[config.mk]
export PLATFORM = sky130hd
export DESIGN_NAME = red_line_crossing_counter_core
export DESIGN_NICKNAME = d
export VERILOG_FILES = /design/src/rlcc_pkg.sv /design/src/rlcc_cfg_regs.sv /design/src/rlcc_classify.sv /design/src/rlcc_tracker.sv /design/src/red_line_crossing_counter_core.sv
export SDC_FILE = /design/constraint.sdc
export NUM_CORES = 1
export LEC_CHECK = 0
export ABC_AREA = 1
export BUFFER_PORTS_ARGS = -buffer_cell sky130_fd_sc_hd__buf_2
export CAP_MARGIN = 20
export CORE_MARGIN = 10
export CORE_UTILIZATION = 50
export CTS_CLUSTER_DIAMETER = 60
export DETAILED_ROUTE_END_ITERATION = 10
export PLACE_DENSITY = 0.66
export SLEW_MARGIN = 20
export SYNTH_ARGS = -nofsm -noshare
export SYNTH_HDL_FRONTEND = slang
export SYNTH_HIERARCHICAL = 1
export SYNTH_SLANG_ARGS = --single-unit
[constraint.sdc]
create_clock -name clk -period 8.4 [get_ports clk]
set_input_delay 1.26 -clock clk [delete_from_list [all_inputs] [get_ports clk]]
set_output_delay 1.26 -clock clk [all_outputs]
set_load 0.02 [all_outputs]
[src/rlcc_pkg.sv]
`timescale 1ns / 1ps
`default_nettype none
// ----------------------------------------------------------------------------
// rlcc_pkg
// Shared types and constants for the red line crossing counter: register
// indexes, reset values, field widths and the structs passed between units.
// ----------------------------------------------------------------------------
package rlcc_pkg;

    // field widths
    localparam int unsigned ColorW  = 8;
    localparam int unsigned RowW    = 10;
    localparam int unsigned ColW    = 11;
    localparam int unsigned HeightW = 11;
    localparam int unsigned WidthW  = 12;
    localparam int unsigned CountW  = 21;
    localparam int unsigned TotalW  = 16;
    localparam int unsigned CfgIdxW = 3;
    localparam int unsigned CfgDataW = 21;

    // stream payload widths (whole bytes)
    localparam int unsigned InDataW  = 48;
    localparam int unsigned OutDataW = 32;

    localparam logic [CountW-1:0] CountMax = {CountW{1'b1}};
    localparam logic [ColorW-1:0] MaskOn   = {ColorW{1'b1}};
    localparam logic [ColorW-1:0] MaskOff  = '0;

    // configuration register indexes
    typedef enum logic [CfgIdxW-1:0] {
        REG_BLUE_MAX        = 3'd0,
        REG_GREEN_MAX       = 3'd1,
        REG_RED_MIN         = 3'd2,
        REG_ROI_TOP         = 3'd3,
        REG_ROI_HEIGHT      = 3'd4,
        REG_ROI_LEFT        = 3'd5,
        REG_ROI_WIDTH       = 3'd6,
        REG_COUNT_THRESHOLD = 3'd7
    } cfg_idx_t;

    // reset values
    localparam logic [ColorW-1:0]  BlueMaxRst   = 8'd50;
    localparam logic [ColorW-1:0]  GreenMaxRst  = 8'd50;
    localparam logic [ColorW-1:0]  RedMinRst    = 8'd200;
    localparam logic [RowW-1:0]    RoiTopRst    = 10'd270;
    localparam logic [HeightW-1:0] RoiHeightRst = 11'd50;
    localparam logic [ColW-1:0]    RoiLeftRst   = 11'd0;
    localparam logic [WidthW-1:0]  RoiWidthRst  = 12'd640;
    localparam logic [CountW-1:0]  ThresholdRst = 21'd1000;

    // configuration register file contents
    typedef struct packed {
        logic [ColorW-1:0]  blue_max;
        logic [ColorW-1:0]  green_max;
        logic [ColorW-1:0]  red_min;
        logic [RowW-1:0]    roi_top;
        logic [HeightW-1:0] roi_height;
        logic [ColW-1:0]    roi_left;
        logic [WidthW-1:0]  roi_width;
        logic [CountW-1:0]  count_threshold;
    } cfg_t;

    // one pixel as held in the input stage
    typedef struct packed {
        logic [ColorW-1:0] blue;
        logic [ColorW-1:0] green;
        logic [ColorW-1:0] red;
        logic [RowW-1:0]   pixel_row;
        logic [ColW-1:0]   pixel_col;
        logic              frame_end;
    } pixel_t;

    // classifier result for one pixel
    typedef struct packed {
        logic is_red;
        logic in_region;
    } class_t;

    // line tracker status after one pixel
    typedef struct packed {
        logic              line_high;
        logic              crossed;
        logic [TotalW-1:0] crossings;
    } track_t;

endpackage : rlcc_pkg
`default_nettype wire

[src/rlcc_cfg_regs.sv]
`timescale 1ns / 1ps
`default_nettype none
// ----------------------------------------------------------------------------
// rlcc_cfg_regs
// Configuration register file: decodes the write port and holds the color
// limits, the counting region and the count threshold.
// ----------------------------------------------------------------------------
module rlcc_cfg_regs
    import rlcc_pkg::*;
(
    input  wire logic                clk,
    input  wire logic                rst_n,
    input  wire logic                cfg_we,
    input  wire logic [CfgIdxW-1:0]  cfg_addr,
    input  wire logic [CfgDataW-1:0] cfg_data,
    output cfg_t                     cfg
);

    cfg_t cfg_reg;
    cfg_t cfg_next;

    // write decode, values truncated to each register width
    always_comb
    begin
        cfg_next = cfg_reg;
        if (cfg_we)
        begin
            case (cfg_idx_t'(cfg_addr))
                REG_BLUE_MAX:        cfg_next.blue_max        = cfg_data[ColorW-1:0];
                REG_GREEN_MAX:       cfg_next.green_max       = cfg_data[ColorW-1:0];
                REG_RED_MIN:         cfg_next.red_min         = cfg_data[ColorW-1:0];
                REG_ROI_TOP:         cfg_next.roi_top         = cfg_data[RowW-1:0];
                REG_ROI_HEIGHT:      cfg_next.roi_height      = cfg_data[HeightW-1:0];
                REG_ROI_LEFT:        cfg_next.roi_left        = cfg_data[ColW-1:0];
                REG_ROI_WIDTH:       cfg_next.roi_width       = cfg_data[WidthW-1:0];
                REG_COUNT_THRESHOLD: cfg_next.count_threshold = cfg_data[CountW-1:0];
                default:             cfg_next = cfg_reg;
            endcase
        end
    end

    always_ff @(posedge clk or negedge rst_n)
    begin
        if (!rst_n)
        begin
            cfg_reg.blue_max        <= BlueMaxRst;
            cfg_reg.green_max       <= GreenMaxRst;
            cfg_reg.red_min         <= RedMinRst;
            cfg_reg.roi_top         <= RoiTopRst;
            cfg_reg.roi_height      <= RoiHeightRst;
            cfg_reg.roi_left        <= RoiLeftRst;
            cfg_reg.roi_width       <= RoiWidthRst;
            cfg_reg.count_threshold <= ThresholdRst;
        end
        else
        begin
            cfg_reg <= cfg_next;
        end
    end

    assign cfg = cfg_reg;

endmodule : rlcc_cfg_regs
`default_nettype wire

[src/rlcc_classify.sv]
`timescale 1ns / 1ps
`default_nettype none
// ----------------------------------------------------------------------------
// rlcc_classify
// Per-pixel color test and region membership test, purely combinational.
// ----------------------------------------------------------------------------
module rlcc_classify
    import rlcc_pkg::*;
(
    input  wire pixel_t pix,
    input  wire cfg_t   cfg,
    output class_t      cls
);

    logic [RowW-1:0] row_off;
    logic [ColW-1:0] col_off;
    logic            row_in;
    logic            col_in;

    // color limits, all strict
    assign cls.is_red = (pix.blue < cfg.blue_max) && (pix.green < cfg.green_max)
                        && (pix.red > cfg.red_min);

    // offset from region start, valid only when at or past the start
    assign row_off = pix.pixel_row - cfg.roi_top;
    assign col_off = pix.pixel_col - cfg.roi_left;

    assign row_in = (pix.pixel_row >= cfg.roi_top)
                    && ({{(HeightW-RowW){1'b0}}, row_off} < cfg.roi_height);
    assign col_in = (pix.pixel_col >= cfg.roi_left)
                    && ({{(WidthW-ColW){1'b0}}, col_off} < cfg.roi_width);

    assign cls.in_region = row_in && col_in;

endmodule : rlcc_classify
`default_nettype wire

[src/rlcc_tracker.sv]
`timescale 1ns / 1ps
`default_nettype none
// ----------------------------------------------------------------------------
// rlcc_tracker
// Frame red-pixel counter with line presence hysteresis and crossing total.
// Updates once per pixel that moves to the output register.
// ----------------------------------------------------------------------------
module rlcc_tracker
    import rlcc_pkg::*;
(
    input  wire logic              clk,
    input  wire logic              rst_n,
    input  wire logic              advance,
    input  wire class_t            cls,
    input  wire logic              frame_end,
    input  wire logic [CountW-1:0] count_threshold,
    output track_t                 status
);

    logic [CountW-1:0] red_count_reg;
    logic [CountW-1:0] red_count_next;
    logic              line_state_reg;
    logic              line_state_next;
    logic [TotalW-1:0] total_reg;
    logic [TotalW-1:0] total_next;
    logic [CountW-1:0] count_after;
    logic              crossed;

    // saturating count including the current pixel
    assign count_after = red_count_reg
                         + CountW'(cls.is_red && cls.in_region && (red_count_reg != CountMax));

    // frame end check
    always_comb
    begin
        red_count_next  = count_after;
        line_state_next = line_state_reg;
        total_next      = total_reg;
        crossed         = 1'b0;
        if (frame_end)
        begin
            red_count_next = '0;
            if (!line_state_reg && (count_after > count_threshold))
            begin
                line_state_next = 1'b1;
            end
            else if (line_state_reg && (count_after < count_threshold))
            begin
                line_state_next = 1'b0;
                total_next      = total_reg + TotalW'(1);
                crossed         = 1'b1;
            end
        end
    end

    always_ff @(posedge clk or negedge rst_n)
    begin
        if (!rst_n)
        begin
            red_count_reg  <= '0;
            line_state_reg <= 1'b0;
            total_reg      <= '0;
        end
        else if (advance)
        begin
            red_count_reg  <= red_count_next;
            line_state_reg <= line_state_next;
            total_reg      <= total_next;
        end
    end

    assign status.line_high = line_state_next;
    assign status.crossed   = crossed;
    assign status.crossings = total_next;

endmodule : rlcc_tracker
`default_nettype wire

[src/red_line_crossing_counter_core.sv]
// A transfer goes to the input register and its result to the output register.
// Throughput: one pixel per cycle unless stalled; the input register feeds the
// classifier and frame counter, whose result lands in the output register in one pass.
// Either register may hold while the output is stalled; ready follows the output.
// Reset clears valid flags, counter, line state and crossing total, and loads
// the configuration registers with their default limits and region.
`timescale 1ns / 1ps
`default_nettype none
// ----------------------------------------------------------------------------
// red_line_crossing_counter_core
// Top level: pixel stream in, mask and line crossing status stream out, with a
// configuration write port for color limits, region and count threshold.
// ----------------------------------------------------------------------------
module red_line_crossing_counter_core
    import rlcc_pkg::*;
(
    input  wire logic                clk,
    input  wire logic                rst_n,
    // pixel input
    input  wire logic                s_axis_tvalid,
    output logic                     s_axis_tready,
    // [7:0] blue, [15:8] green, [23:16] red, [33:24] pixel_row, [44:34] pixel_col
    input  wire logic [InDataW-1:0]  s_axis_tdata,
    input  wire logic                s_axis_tlast,   // frame_end
    // result output
    output logic                     m_axis_tvalid,
    input  wire logic                m_axis_tready,
    // [7:0] mask_pixel, [8] in_region, [9] line_high, [10] crossed, [26:11] crossings
    output logic [OutDataW-1:0]      m_axis_tdata,
    // configuration write
    input  wire logic                cfg_we,
    input  wire logic [CfgIdxW-1:0]  cfg_addr,
    input  wire logic [CfgDataW-1:0] cfg_data
);

    cfg_t   cfg;
    class_t cls;
    track_t status;

    pixel_t pix_reg;
    logic   pix_valid_reg;
    logic   out_valid_reg;
    logic [ColorW-1:0] out_mask_reg;
    logic   out_region_reg;
    track_t out_status_reg;

    logic   out_free;
    logic   advance;
    logic   in_xfer;

    // handshake
    assign out_free      = !out_valid_reg || m_axis_tready;
    assign advance       = pix_valid_reg && out_free;
    assign s_axis_tready = !pix_valid_reg || out_free;
    assign in_xfer       = s_axis_tvalid && s_axis_tready;

    rlcc_cfg_regs u_cfg_regs (
        .clk      (clk),
        .rst_n    (rst_n),
        .cfg_we   (cfg_we),
        .cfg_addr (cfg_addr),
        .cfg_data (cfg_data),
        .cfg      (cfg)
    );

    // input register
    always_ff @(posedge clk or negedge rst_n)
    begin
        if (!rst_n)
        begin
            pix_valid_reg <= 1'b0;
        end
        else if (s_axis_tready)
        begin
            pix_valid_reg <= s_axis_tvalid;
        end
    end

    always_ff @(posedge clk)
    begin
        if (in_xfer)
        begin
            pix_reg.blue      <= s_axis_tdata[7:0];
            pix_reg.green     <= s_axis_tdata[15:8];
            pix_reg.red       <= s_axis_tdata[23:16];
            pix_reg.pixel_row <= s_axis_tdata[33:24];
            pix_reg.pixel_col <= s_axis_tdata[44:34];
            pix_reg.frame_end <= s_axis_tlast;
        end
    end

    rlcc_classify u_classify (
        .pix (pix_reg),
        .cfg (cfg),
        .cls (cls)
    );

    rlcc_tracker u_tracker (
        .clk             (clk),
        .rst_n           (rst_n),
        .advance         (advance),
        .cls             (cls),
        .frame_end       (pix_reg.frame_end),
        .count_threshold (cfg.count_threshold),
        .status          (status)
    );

    // output register
    always_ff @(posedge clk or negedge rst_n)
    begin
        if (!rst_n)
        begin
            out_valid_reg <= 1'b0;
        end
        else if (out_free)
        begin
            out_valid_reg <= pix_valid_reg;
        end
    end

    always_ff @(posedge clk)
    begin
        if (advance)
        begin
            out_mask_reg   <= cls.is_red ? MaskOn : MaskOff;
            out_region_reg <= cls.in_region;
            out_status_reg <= status;
        end
    end

    assign m_axis_tvalid = out_valid_reg;
    assign m_axis_tdata  = {{(OutDataW-ColorW-3-TotalW){1'b0}},
                            out_status_reg.crossings,
                            out_status_reg.crossed,
                            out_status_reg.line_high,
                            out_region_reg,
                            out_mask_reg};

endmodule : red_line_crossing_counter_core
`default_nettype wire

==> flow_metrics.py, run 1 <==
metrics = {
    "floorplanning": {
        "die_w_um": 170,
        "fp.dieArea_um2": 29000,
        "rows": 54,
        "initial_core_util": 0.512,
        "io_pins": 112,
        "core-area_um2": 22000,
        "dieHeight_um": 170,
    },
    "placement": {
        "place_congestion": 0.881,
        "dp_hpwl_um": 18200,
        "place_inst": 1717,
        "portBuffers": 103,
    },
    "job": {
        "max-cap-violations": 0,
    },
    "timing": {
        "max_clock_freq_mhz": 162,
        "rsz0062_at_grt": "false",
        "slew-limit-headroom": 0.319,
        "min_period_over_period": 0.736,
        "setup_viol": 0,
        "fin_skew_ns": 0.0116,
        "finalHoldViolations": 0,
        "finalMaxSlewViolations": 0,
        "tns_ns": 0,
        "tightest_slew_ns": 1.02,
        "fin_crit_ns": 6.18,
    },
    "logic_synthesis": {
        "synth.distinct_cells": 49,
        "syn_inst": 1369,
        "async_reset_ff_frac": 0.662,
        "synth-seq-cells": 195,
        "synth-seq-area-share": 0.465,
        "yosysTopAreaCellShare": 0.233,
        "synth_warnings": 6,
        "synth_edf_count": 66,
        "synthTopCellsByArea": "dfrtp_1 (23%), edfxtp_1 (18%), nand2_1 (17%)",
        "synth_ff_type": "dfrtp_1",
        "syn_area_per_cell_um2": 8.24,
        "syn_area_um2": 11300,
        "yosysTopAreaCell": "dfrtp_1",
    },
    "drt": {
        "drc_errors": 0,
        "ant_nets": 0,
        "drtIter0Drc": 520,
        "wire_per_inst_um": 14.4,
        "via_count": 8749,
        "wl_um": 25200,
        "vias_per_cell": 5.00,
        "first_pass_iters": 5,
    },
    "setup_path": {
        "crit_fanout": 6,
        "crit_slowest_cell": "dfstp_2",
        "crit_arrival_ns": 6.37,
        "cpMostUsedCell": "nand2_1",
        "max_stage_delay_ns": 0.54,
        "path_class": "reg2reg",
        "crit_path_end_kind": "flip-flop",
        "start_kind": "flip-flop",
        "required_ns": 8.59,
    },
    "clock_network": {
        "cts.sinks": 195,
        "postCtsHoldBufs": 0,
        "cts_buffer_depth": 2,
        "cts_tree": "yes",
        "clock-root-buffer": "clkbuf_16",
        "cts-resized-gates": 0,
        "htree_levels": 4,
        "cts_setup_buffers": 0,
        "clk_latency_ns": 0.43,
        "cts_buffers": 17,
        "clk_pin_slew_ns": 0.08,
    },
    "global_routing": {
        "grt_pass1_wl_um": 41900,
        "gr-usage-all-layers": 0.178,
        "antenna_found_initial": 0,
        "grt_pass1_vias": 8654,
        "grt_max_degree": 78,
        "grt_overflow": 0,
    },
    "cells_and_area": {
        "nets": 1623,
        "largest_reg_flops": 89,
        "final_cells": 1749,
        "diodes": 0,
        "area_growth_pct": 11.0,
        "drive_gt1_frac": 0.145,
    },
    "outcome": {
        "status": "finished, final reports clean",
    },
    "pwr": {
        "p_per_area_nw_per_um2": 215,
        "p_leak_nw": 6.53,
        "vdd_drop_max_mv": 0.107,
    },
    "worst_hold_path": {
        "hold_path.class": "reg2reg",
    },
}
## cell families (layout without fill, tap and decap cells)
| logic type | count (synthesis) | after routing | synth area share |
|---|---|---|---|
| AND/OR/NAND/NOR | 711 | 711 | 0.272 |
| buffers and inverters | 253 | 349 | 0.0931 |
| flip-flops | 195 | 195 | 0.465 |
| AO/OA/AOI/OAI | 90 | 90 | 0.0456 |
| adder cells (fa/ha/maj) | 89 | 89 | 0.100 |
| XOR/XNOR | 30 | 30 | 0.0240 |
| other | 1 | 5 | 0.000332 |
## cell usage after synthesis, types with 3 or more instances
library cell and n:
o21ai_0 18, nor2_4 9, nand4_1 17, dfstp_2 24, clkbuf_1 6, o22ai_1 12, nand2_1 504, a21o_1 4
nor4_1 4, nor2_1 64, xnor2_1 4, nor3_1 3, nand2_2 9, o21ai_1 6, xor2_1 25, a31oi_1 4
dfrtp_1 105, ha_1 87, edfxtp_1 66, inv_1 207, and2_1 7, buf_4 17, nand3b_1 3, nand3_2 5
nor2_2 9, a21oi_1 37, buf_2 17, nand3_1 67
## through the flow
| stage | instance area, µm² | util | setup slack (ns) | hold WS, ns | power, mW |
|---|---|---|---|---|---|
| after floorplan | 11300 | - | 3.28 | 0.442 | 1.72 |
| after global placement | 11900 | 0.542 | 2.27 | 0.452 | 1.87 |
| after detailed placement | 11900 | 0.542 | 2.28 | 0.455 | 1.90 |
| after CTS | 12500 | 0.568 | 2.25 | 0.466 | 2.71 |
| after global routing | 12500 | 0.568 | 1.60 | 0.481 | 2.88 |
| final | 12500 | 0.568 | 2.22 | 0.464 | 2.69 |
## layer usage
layer  routed length [µm]  track usage  vias up
met3                 1160       0.0363       18
met2                11700        0.292      199
li1                     -            -     4466
met4                  189       0.0385        0
met1                12100        0.239     4066
met5                    0            0        -
## layout make-up
cell class	count	area [µm²]
Fill cell	2019	9510
Sequential cell	195	5240
Multi-Input combinational cell	925	5010
Inverter	209	785
Timing Repair Buffer	108	556
Clock buffer	17	425
Tap cell	280	350
Clock inverter	15	145
## cell usage in the layout, fill, tap and decap left out, drive strengths merged
cell type  count
nor3b          1
a31oi          4
nor2          83
nand3         73
xnor2          4
clkinv         6
a21boi         1
a21o           4
nand3b         3
ha            87
conb           5
clkbuf        17
dfrtp        105
buf          108
nand2        515
o21ai         25
o211a          1
inv          217
nor3           6
xor2          26
a21oi         39
or2            1
o21bai         2
nand4         17
fa             2
bufinv         1
nor4           5
o21a           1
dfstp         24
edfxtp        66
o22ai         13
and2           7
## power breakdown
part / internal (mW) / switching (mW) / leakage (nW) / total [mW]
Combinational: 0.254 / 0.437 / 3.99 / 0.692
Clock: 0.418 / 0.384 / 0.287 / 0.803
Sequential: 1.13 / 0.0691 / 2.26 / 1.19
Total: 1.80 / 0.891 / 6.53 / 2.69
## path summary, 6_finish.rpt
| check | start | to | slack, ns | cells past startpoint |
|---|---|---|---|---|
| worst max-delay path | u_cfg_regs/cfg[56] | m_axis_tdata[22] | 2.22 | 37 |
| worst min-delay path | u_cfg_regs/cfg[6] | u_cfg_regs/cfg[6] | 0.46 | 2 |
| worst max register to register | u_cfg_regs/cfg[56] | m_axis_tdata[22] | 2.22 | 37 |
| worst min register to register | u_cfg_regs/cfg[6] | u_cfg_regs/cfg[6] | 0.46 | 2 |
| max in group asynchronous | rst_n | u_cfg_regs/cfg[24] | 6.11 | 2 |
| min in group asynchronous | rst_n | u_cfg_regs/cfg[14] | 0.86 | 1 |
## critical path: cells and delay by family, from the launching register on
| kind | cells | cell delay [ns] |
|---|---|---|
| AO/OA/AOI/OAI | 3 | 0.47 |
| XOR/XNOR | 2 | 0.42 |
| adder cells (fa/ha/maj) | 5 | 1.61 |
| buffers and inverters | 4 | 0.29 |
| flip-flops | 1 | 0.54 |
| AND/OR/NAND/NOR | 23 | 2.58 |
Note: power is estimated with default switching activity, not from simulation.
==> run 2: changes to the inputs <==
==> constraint.sdc (replaced) <==
create_clock -name clk -period 6.18 [get_ports clk]
set_input_delay 0.927 -clock clk [delete_from_list [all_inputs] [get_ports clk]]
set_output_delay 0.927 -clock clk [all_outputs]
set_load 0.02 [all_outputs]
==> run 2 against run 1 <==
- register-to-register slack worse by 1.8 ns
- sequential cell count unchanged
- final cell count up 0.63%
- die area unchanged
- clock skew about the same
- via count up 0.47%
- routed wire length up 1.7%
- sequential share of layout area down 0.67 points
- highest routed layer unchanged
- critical path type unchanged
- power up 40%
- clock-buffer cell count unchanged
- core utilization up 0.93 points
- worst hold slack about the same
==> flow_metrics.py, run 2 (same netlist as run 1, synthesis figures left out) <==
metrics = {
    "clock_network": {
        "cts_tree": "yes",
        "cts_buffers": 17,
        "clk_latency_ns": 0.44,
        "postCtsHoldBufs": 0,
        "clk_pin_slew_ns": 0.08,
        "cts_buffer_depth": 2,
        "cts.sinks": 195,
        "clock-root-buffer": "clkbuf_16",
        "htree_levels": 4,
    },
    "job": {
        "max-cap-violations": 0,
    },
    "timing": {
        "fin_crit_ns": 5.77,
        "worst_slack_ns": 0.408,
        "tightest_slew_ns": 1.01,
        "finalHoldViolations": 0,
        "setup_viol": 0,
        "min_period_over_period": 0.934,
        "slew-limit-headroom": 0.325,
        "finalMaxSlewViolations": 0,
        "fin_skew_ns": 0.0113,
        "max_clock_freq_mhz": 173,
        "worst_hold_slack_ns": 0.464,
    },
    "cells_and_area": {
        "drive_gt1_frac": 0.162,
        "fillers": 2034,
        "diodes": 0,
        "final_core_util": 0.577,
        "final_cell_mix": "nand2_1 (501), inv_1 (206), dfrtp_1 (105)",
        "nets": 1634,
        "final_common_cell": "nand2_1",
        "area_growth_pct": 12.8,
        "largest_reg_flops": 89,
    },
    "placement": {
        "post-place-ws_ns": 0.117,
        "place_congestion": 0.880,
        "dp_hpwl_um": 18200,
        "portBuffers": 103,
    },
    "floorplanning": {
        "io_pins": 112,
        "core-area_um2": 22000,
        "fp.dieArea_um2": 29000,
        "die_w_um": 170,
        "dieHeight_um": 170,
        "initial_core_util": 0.512,
        "rows": 54,
    },
    "setup_path": {
        "start_kind": "flip-flop",
        "path_class": "reg2reg",
        "cpMostUsedCell": "nand2_1",
        "crit_slowest_cell": "fa_2",
        "worst-r2r-setup-slack_ns": 0.41,
        "regToRegStartpoint": "pix_reg[12]",
        "worstSetupStartpoint": "pix_reg[12]",
        "max_stage_delay_ns": 0.42,
        "crit_path_end_kind": "flip-flop",
        "crit_fanout": 6,
        "required_ns": 6.38,
        "crit_arrival_ns": 5.97,
    },
    "worst_hold_path": {
        "hold_start": "u_cfg_regs/cfg[7]",
        "hold_path.class": "reg2reg",
    },
    "drt": {
        "wire_per_inst_um": 14.5,
        "ant_nets": 0,
        "wl_um": 25600,
        "drtIter0Drc": 700,
        "via_count": 8790,
        "drc_errors": 0,
        "first_pass_iters": 5,
        "vias_per_cell": 4.99,
    },
    "global_routing": {
        "antenna_found_initial": 1,
        "gr-usage-all-layers": 0.177,
        "grt_pass1_wl_um": 41300,
        "grt_pass1_vias": 8400,
        "grt_overflow": 0,
        "grt_max_degree": 58,
    },
    "pwr": {
        "p_per_area_nw_per_um2": 295,
        "p_leak_nw": 6.60,
        "finalPower_mw": 3.76,
        "vdd_drop_max_mv": 0.151,
    },
    "outcome": {
        "status": "finished, final reports clean",
    },
}
## run 2: cell types whose count changed in the layout (fill, tap and decap cells not counted), sizes merged
cell	delta
buf	+11
bufinv	+1
clkinv	-1
clkinvlp	+1
inv	-1
## run 2: metal layers
layer | part of all wire | track usage | vias to the layer above
met4 | 0.013 | 0.0473 | 0
met3 | 0.059 | 0.0377 | 24
met1 | 0.47 | 0.243 | 4077
met2 | 0.46 | 0.277 | 210
met5 | 0 | 0 | -
li1 | - | - | 4479
## run 2: critical path, delay by kind of cell (launching register included)
family                   cells  cell delay, ns
AND/OR/NAND/NOR             27            2.61
adder cells (fa/ha/maj)      5            1.35
AO/OA/AOI/OAI                3            0.49
flip-flops                   1            0.37
buffers and inverters        5            0.37
XOR/XNOR                     2            0.30
## run 2: repair_timing
item                       4_1_cts  5_1_grt
gates resized for setup          0       19
setup endpoints to repair        0       35
setup buffers                    0        7
## run 2: where the power goes
group	switching, mW	internal, mW
combinational	0.610	0.361
clock	0.542	0.619
sequential	0.0951	1.53
## run 2: path summary, 6_finish.rpt
kind	cells after the start	endpoint
max reg2reg	42	m_axis_tdata[23]
max	42	m_axis_tdata[23]
min	2	u_cfg_regs/cfg[7]
min in group asynchronous	1	u_tracker/red_count_reg[12]
min reg2reg	2	u_cfg_regs/cfg[7]
max in group asynchronous	2	u_cfg_regs/cfg[83]
## run 2: cell type report
| type | instances | area, µm² | share of cell area |
|---|---|---|---|
| Clock buffer | 17 | 425 | 0.0334 |
| Clock inverter | 15 | 193 | 0.0151 |
| Inverter | 209 | 785 | 0.0617 |
| Multi-Input combinational cell | 925 | 5090 | 0.400 |
| Sequential cell | 195 | 5240 | 0.412 |
| Tap cell | 280 | 350 | 0.0275 |
| Timing Repair Buffer | 119 | 638 | 0.0502 |
## run 2: through the flow
| stage | cell area (µm²) | cells | setup TNS [ns] |
|---|---|---|---|
| finish | 12700 | 1760 | 0 |
| global route | 12700 | 1760 | -0.105 |
| CTS | 12600 | 1753 | 0 |
| detailed placement | 12000 | 1721 | 0 |
| global placement | 12000 | 1721 | 0 |
| floorplan | 11300 | 1373 | 0 |
